==> src/rtl/psw_pkg.sv <==
// ----------------------------------------------------------------------------
// psw_pkg
// Shared constants, register map, configuration type and helper functions
// for the pulse and damped sine waveform source.
// ----------------------------------------------------------------------------
package psw_pkg;

  localparam int TIME_W     = 32;
  localparam int SAMPLE_W   = 16;
  localparam int PHASE_W    = 32;
  localparam int DATA_W     = 32;
  localparam int ADDR_W     = 5;
  localparam int MOD_STAGES = TIME_W;
  localparam int DIV_STAGES = SAMPLE_W;
  localparam int PULSE_LAT  = 4 + MOD_STAGES + DIV_STAGES;
  localparam int SINE_LAT   = 9;
  localparam int LOG2E_Q16  = 94548;

  localparam logic [2:0] REG_MODE   = 3'd0;
  localparam logic [2:0] REG_BASE   = 3'd1;
  localparam logic [2:0] REG_PEAK   = 3'd2;
  localparam logic [2:0] REG_DELAY  = 3'd3;
  localparam logic [2:0] REG_RISE   = 3'd4;
  localparam logic [2:0] REG_FALL   = 3'd5;
  localparam logic [2:0] REG_WIDTH  = 3'd6;
  localparam logic [2:0] REG_PERIOD = 3'd7;

  localparam logic [1:0] SEG_RISE = 2'd0;
  localparam logic [1:0] SEG_HOLD = 2'd1;
  localparam logic [1:0] SEG_FALL = 2'd2;
  localparam logic [1:0] SEG_REST = 2'd3;

  typedef struct packed {
    logic                       wave_mode;
    logic signed [SAMPLE_W-1:0] base_level;
    logic signed [SAMPLE_W-1:0] peak_level;
    logic [TIME_W-1:0]          start_delay;
    logic [TIME_W-1:0]          rise_or_phase_step;
    logic [TIME_W-1:0]          fall_or_decay;
    logic [TIME_W-1:0]          pulse_width;
    logic [TIME_W-1:0]          pulse_period;
  } cfg_t;

  // 2^(-j/16) in q16
  function automatic logic [16:0] exp2_frac(input logic [4:0] idx);
    logic [16:0] v;
    case (idx)
      5'd0:    v = 17'd65536;
      5'd1:    v = 17'd62757;
      5'd2:    v = 17'd60097;
      5'd3:    v = 17'd57549;
      5'd4:    v = 17'd55109;
      5'd5:    v = 17'd52773;
      5'd6:    v = 17'd50535;
      5'd7:    v = 17'd48393;
      5'd8:    v = 17'd46341;
      5'd9:    v = 17'd44376;
      5'd10:   v = 17'd42495;
      5'd11:   v = 17'd40693;
      5'd12:   v = 17'd38968;
      5'd13:   v = 17'd37316;
      5'd14:   v = 17'd35734;
      5'd15:   v = 17'd34219;
      5'd16:   v = 17'd32768;
      default: v = 17'd0;
    endcase
    return v;
  endfunction

  function automatic logic signed [SAMPLE_W-1:0] sat_sample(
    input logic signed [SAMPLE_W+1:0] v);
    logic [2:0] top;
    top = v[SAMPLE_W+1:SAMPLE_W-1];
    if (top == 3'b000 || top == 3'b111) begin
      return v[SAMPLE_W-1:0];
    end else if (v[SAMPLE_W+1]) begin
      return {1'b1, {(SAMPLE_W-1){1'b0}}};
    end else begin
      return {1'b0, {(SAMPLE_W-1){1'b1}}};
    end
  endfunction

endpackage

==> src/rtl/psw_regs.sv <==
// ----------------------------------------------------------------------------
// psw_regs
// Configuration register file behind an APB-style port.
// ----------------------------------------------------------------------------
module psw_regs (
  input  logic                        clk,
  input  logic                        rst,
  input  logic                        psel,
  input  logic                        penable,
  input  logic                        pwrite,
  input  logic [psw_pkg::ADDR_W-1:0]  paddr,
  input  logic [psw_pkg::DATA_W-1:0]  pwdata,
  output logic [psw_pkg::DATA_W-1:0]  prdata,
  output psw_pkg::cfg_t               cfg
);
  import psw_pkg::*;

  logic [2:0] idx;
  logic       wr;

  assign idx = paddr[ADDR_W-1:2];
  assign wr  = psel & penable & pwrite;

  always_ff @(posedge clk) begin
    if (rst) begin
      cfg <= '0;
    end else if (wr) begin
      unique case (idx)
        REG_MODE:   cfg.wave_mode          <= pwdata[0];
        REG_BASE:   cfg.base_level         <= pwdata[SAMPLE_W-1:0];
        REG_PEAK:   cfg.peak_level         <= pwdata[SAMPLE_W-1:0];
        REG_DELAY:  cfg.start_delay        <= pwdata[TIME_W-1:0];
        REG_RISE:   cfg.rise_or_phase_step <= pwdata[TIME_W-1:0];
        REG_FALL:   cfg.fall_or_decay      <= pwdata[TIME_W-1:0];
        REG_WIDTH:  cfg.pulse_width        <= pwdata[TIME_W-1:0];
        REG_PERIOD: cfg.pulse_period       <= pwdata[TIME_W-1:0];
      endcase
    end
  end

  always_comb begin
    unique case (idx)
      REG_MODE:   prdata = DATA_W'(cfg.wave_mode);
      REG_BASE:   prdata = DATA_W'(unsigned'(cfg.base_level));
      REG_PEAK:   prdata = DATA_W'(unsigned'(cfg.peak_level));
      REG_DELAY:  prdata = DATA_W'(cfg.start_delay);
      REG_RISE:   prdata = DATA_W'(cfg.rise_or_phase_step);
      REG_FALL:   prdata = DATA_W'(cfg.fall_or_decay);
      REG_WIDTH:  prdata = DATA_W'(cfg.pulse_width);
      REG_PERIOD: prdata = DATA_W'(cfg.pulse_period);
    endcase
  end

endmodule

==> config.mk <==
export PLATFORM = sky130hd
export DESIGN_NAME = psw_regs
export DESIGN_NICKNAME = d
export VERILOG_FILES = /design/src/rtl/psw_pkg.sv /design/src/rtl/psw_regs.sv
export SDC_FILE = /design/constraint.sdc
export NUM_CORES = 1
export LEC_CHECK = 0
export BUFFER_PORTS_ARGS = -buffer_cell sky130_fd_sc_hd__buf_4
export CAP_MARGIN = 10
export CORE_MARGIN = 4
export CORE_UTILIZATION = 45
export CTS_CLUSTER_SIZE = 12
export DETAILED_ROUTE_END_ITERATION = 8
export PLACE_DENSITY_LB_ADDON = 0.15
export SYNTH_ARGS = -nofsm -noshare
export SYNTH_HDL_FRONTEND = slang
export SYNTH_SLANG_ARGS = --single-unit
==> constraint.sdc <==
create_clock -name clk -period 1.35 [get_ports clk]
set_clock_uncertainty 0.2 [all_clocks]
set_input_delay 0.0675 -clock clk [delete_from_list [all_inputs] [get_ports clk]]
set_output_delay 0.0675 -clock clk [all_outputs]
set_load 0.02 [all_outputs]
; Word-level counts from Yosys, hierarchy flattened
; Index checks and enable logic that the tools add are counted.
; W data, S select, Z words.
[word_totals]
reg_bits = 193
[classes]
n_eq_ne = 7
mux = 1
bitwise = 2
n_reduce_logical = 9
[op_table]
columns = cell, count
row1 = $pmux W32 S8, 1
row2 = $reduce_and A2 Y1, 8
row3 = $eq A3 B3 Y1 const B, 4
row4 = $eq A3 B2 Y1 const B, 2
row5 = $eq A3 B1 Y1 const B, 1
row6 = $logic_not A3 Y1, 1
row7 = $and A1 B1 Y1, 2

; Logic depth before layout (Yosys ltp)
[depth]
depth_word = 3
depth_mapped = 7
depth_no_buf = 3

; Least setup slack after synthesis
; OpenSTA, ideal clock, no wires.
[synth_timing]
kind = input-to-output
from = input paddr[2] (netlist name)
to = output prdata[14] (netlist name)
t_arrival_ns = 1.165
path_slack_ns = -0.083
stages = 6
path_buffers = 3
cell_sequence = buf_6 -> buf_8 -> buf_6 -> mux2_4 -> a22oi_1 -> o221ai_1
[synth_via]
elab_chain_cells = 2
word_cells_on_any_way = 9
[synth_rtl]
columns = element, line
row1 = from (decl), psw_regs.sv:11  ; input logic [psw_pkg::ADDR_W-1:0] paddr,
row2 = $eq A3 B3 Y1 (tied with other cells), psw_regs.sv:42  ; unique case (idx)
row3 = $pmux W32 S8 (*), psw_regs.sv:42
row4 = to (decl), psw_regs.sv:13  ; output logic [psw_pkg::DATA_W-1:0] prdata,
; Every way passes the cells marked *; elsewhere a longest branch is shown, timed or not.

; Worst setup path in the final report
[layout_timing]
from = register cfg[32] (netlist name)
to = output prdata[0] (netlist name)
[layout_via]
elab_chain_cells = 1
[layout_rtl]
columns = element, line
row1 = from (decl), psw_regs.sv:14  ; output psw_pkg::cfg_t cfg
row2 = $pmux W32 S8, psw_regs.sv:42
; Every way passes these cells.

==> impl_metrics.tcl <==
set metrics [dict create \
    hpwl_mm 20.4 \
    reg2regPathDepth 4 \
    postPlaceCellArea_um2 12600 \
    netlist_area_um2 9160 \
    nets 1310 \
    cts_root_buf "clkbuf_16" \
    synth.distinct_cells 40 \
    worstPathRequired_ns 1.08 \
    powerDensity_nw_per_um2 869 \
    leakagePower_nw 7.18 \
    grt.met2_usage_pct 43.4 \
    first_iter_violations 338 \
    maxSlewViolCount 0 \
    synthCells 844 \
    period_share_pct 142 \
    p_comb_share_pct 10.2 \
    finalCoreUtilization_pct 71.7 \
    final_cells 1546 \
    critical_path_peak_fanout 2 \
    synth_ff_type "dfxtp_1" \
    largest_register_ffs 193 \
    critPathMaxStageDelay_ns 0.46 \
    wl_per_cell_um 19.4 \
    worst_slew_pin_slew_ns 0.412 \
    syn_to_final_growth_pct 54.4 \
    p_switching_mw 2.89 \
    io_pins 267 \
    maxCapViolCount 0 \
    crit_family "multiplexers" \
    reg_top3 "cfg (193)" \
    clk_pin_slew_worst_paths_ns 0.07 \
    outcome "finished with violations" \
    top_usage_layer "met2" \
    crit_cells 3 \
    htreeDepth 4 \
    grtUsageMet3_pct 6.80 \
    p_int_mw 9.39 \
    grtUsageMet1_pct 33.7 \
    crit_path_cell_trace "mux4_2 > mux2_4 > buf_6" \
    insertion_delay_ns 0.42 \
    grt_pass1_vias 8282 \
    antenna_found_initial 0 \
    ys_seq_elements 193 \
    seq_area_frac_synth_pct 42.2 \
    path_buf_inv 1 \
    fin_ws_ns -0.561 \
    initial_core_util_pct 46.4 \
    start_kind "flop" \
    drc_errors 0 \
    setup_viol 32 \
    fmax_ghz 0.523 \
    hold_ws_ns 0.00752 \
    grt_util_all_layers_pct 26.4 \
    cts_tree "done" \
    largest-register "cfg" \
    rsz0062_at_grt "true" \
    syn-num-nets 886 \
    grt_pass1_wl_mm 46.3 \
    routed_wl_mm 30.0 \
    violations "setup timing" \
    slew_headroom_pct 72.5 \
    gp_congestion 0.788 \
    dieArea_um2 22700 \
    timing.final.crit_period_ns 1.91 \
    via_count 8047 \
    syn_area_per_cell_um2 10.8 \
    core_um2 19700 \
    fin_tns_setup_ns -12.42 \
    synth_edf_count 0 \
    vdd_drop_max_mv 0.820 \
    antenna_left 0 \
    grt_max_degree 42 \
    hold_path.class "in2reg" \
    diodes 0 \
    synth_warnings 0 \
    cpMaxStageDelayCell "mux4_2" \
    viasPerCell 5.21 \
    io_buffers 264 \
    clkPwrFrac_pct 42.8 \
    switching_share_pct 23.6 \
    power.total_mw 12.3 \
    cts_buffers 17 \
    grt_overflow 0 \
    chipWidth_um 151 \
    pwr-share-seq_pct 46.9 \
    cp-end-kind "output port" \
    row_count 51 \
    cts_buffer_depth 2 \
    holdPathStages 5 \
    layout-drive-gt1-share_pct 51.5 \
    place_ws_ns -0.287 \
    finalHoldViolCount 0 \
    async_flop_share_pct 0 \
    clock-sinks 193 \
    cp.arrival_ns 1.64 \
    place_inst 1452 \
    die_h_um 151 \
    fin_area_um2 14100 \
    crit_type "reg2out" \
    first_pass_iters 4 \
]
-- worst paths after layout --
check,from,end,slack [ns]
setup / recovery,cfg[32],prdata[0],-0.56
hold reg to reg,cfg[103],cfg[103],0.29
setup reg to reg,cfg[46],cfg[46],0.36
hold / removal,paddr[4],cfg[192],0.008
-- power groups by stage --
stage	sequential [mW]	combinational, mW	clock [mW]
2_1_floorplan	5.94	0.583	0
3_3_place_gp	5.90	1.11	0
3_5_place_dp	5.90	1.12	0
4_1_cts	5.76	1.25	5.36
5_1_grt	5.77	1.33	5.58
6_report	5.77	1.26	5.26
-- final cells by class --
class,count,area [um^2]
fillers,1487,5580
multi-input cells,578,5170
repair buffers,476,4020
flip-flops and latches,193,4000
clock buffers,21,460
well taps,265,332
clock inverters,11,151
inverters,2,7.51
-- Yosys cell counts (3+ instances only) --
library cell	instances	area [um^2]
a211o_1	5	43.8
a21oi_1	5	25.0
a221oi_1	16	140
a22o_1	21	184
and3_1	9	56.3
buf_2	12	60.1
buf_4	4	30.0
buf_6	19	214
clkbuf_1	33	124
dfxtp_1	193	3860
mux2_2	3	33.8
mux2i_1	199	1990
mux4_2	18	405
nand2_1	11	41.3
nand2_2	3	18.8
nand2b_1	225	1410
nand3b_1	11	82.6
nor2_1	3	11.3
nor3b_1	8	60.1
o211ai_1	8	60.1
o21ai_0	9	45.0
o2bb2ai_1	5	43.8
-- cells in the final DEF (no fill, tap or decap), types with 3 or more instances in the layout --
| cell type | instances |
|---|---|
| nand2_2 | 3 |
| and3_1 | 8 |
| nand3b_1 | 11 |
| nor3b_4 | 3 |
| mux2i_1 | 198 |
| bufinv_16 | 3 |
| buf_4 | 391 |
| o211ai_1 | 8 |
| nor3b_2 | 5 |
| o21ai_1 | 7 |
| nand2b_1 | 225 |
| a22o_1 | 8 |
| a22o_4 | 13 |
| clkbuf_16 | 17 |
| dfxtp_2 | 108 |
| dlygate4sd3_1 | 33 |
| a21oi_1 | 5 |
| mux2_4 | 4 |
| dfxtp_1 | 85 |
| nor2_2 | 3 |
| mux4_2 | 18 |
| o2bb2ai_1 | 5 |
| buf_6 | 32 |
| nand2_1 | 11 |
| a221oi_2 | 17 |
| inv_6 | 3 |
| buf_12 | 19 |
| a211o_1 | 5 |
-- repair_timing --
action / in CTS / in global routing
hold buffers: 34 / 0
setup buffers: 29 / 4
pin swaps: 29 / 13
gates resized for setup: 97 / 22
endpoints found under the hold margin: 193 / 0
cloned: 1 / 0
setup endpoints to repair: 32 / 52
-- worst register-to-register path: cells and delay by family (launching register included) --
kind / cells / cell delay (ns)
buffers and inverters: 2 / 0.21
DFF: 1 / 0.32
muxes: 1 / 0.07
and+or+nand+nor: 1 / 0.06
-- logic make-up after synthesis --
family / count (synthesis) / synth area share, %
muxes: 222 / 26.9
DFF: 193 / 42.2
buffers and inverters: 74 / 5.06
AOI/OAI and AO/OA: 73 / 6.34
and+or+nand+nor: 282 / 19.5
-- layer usage --
layer	up-vias	share of wire (%)
li1	3810	-
met1	3910	42
met2	276	48
met3	51	7.7
met4	0	2.8
met5	-	0
Note: power is estimated with default switching activity, not from simulation.
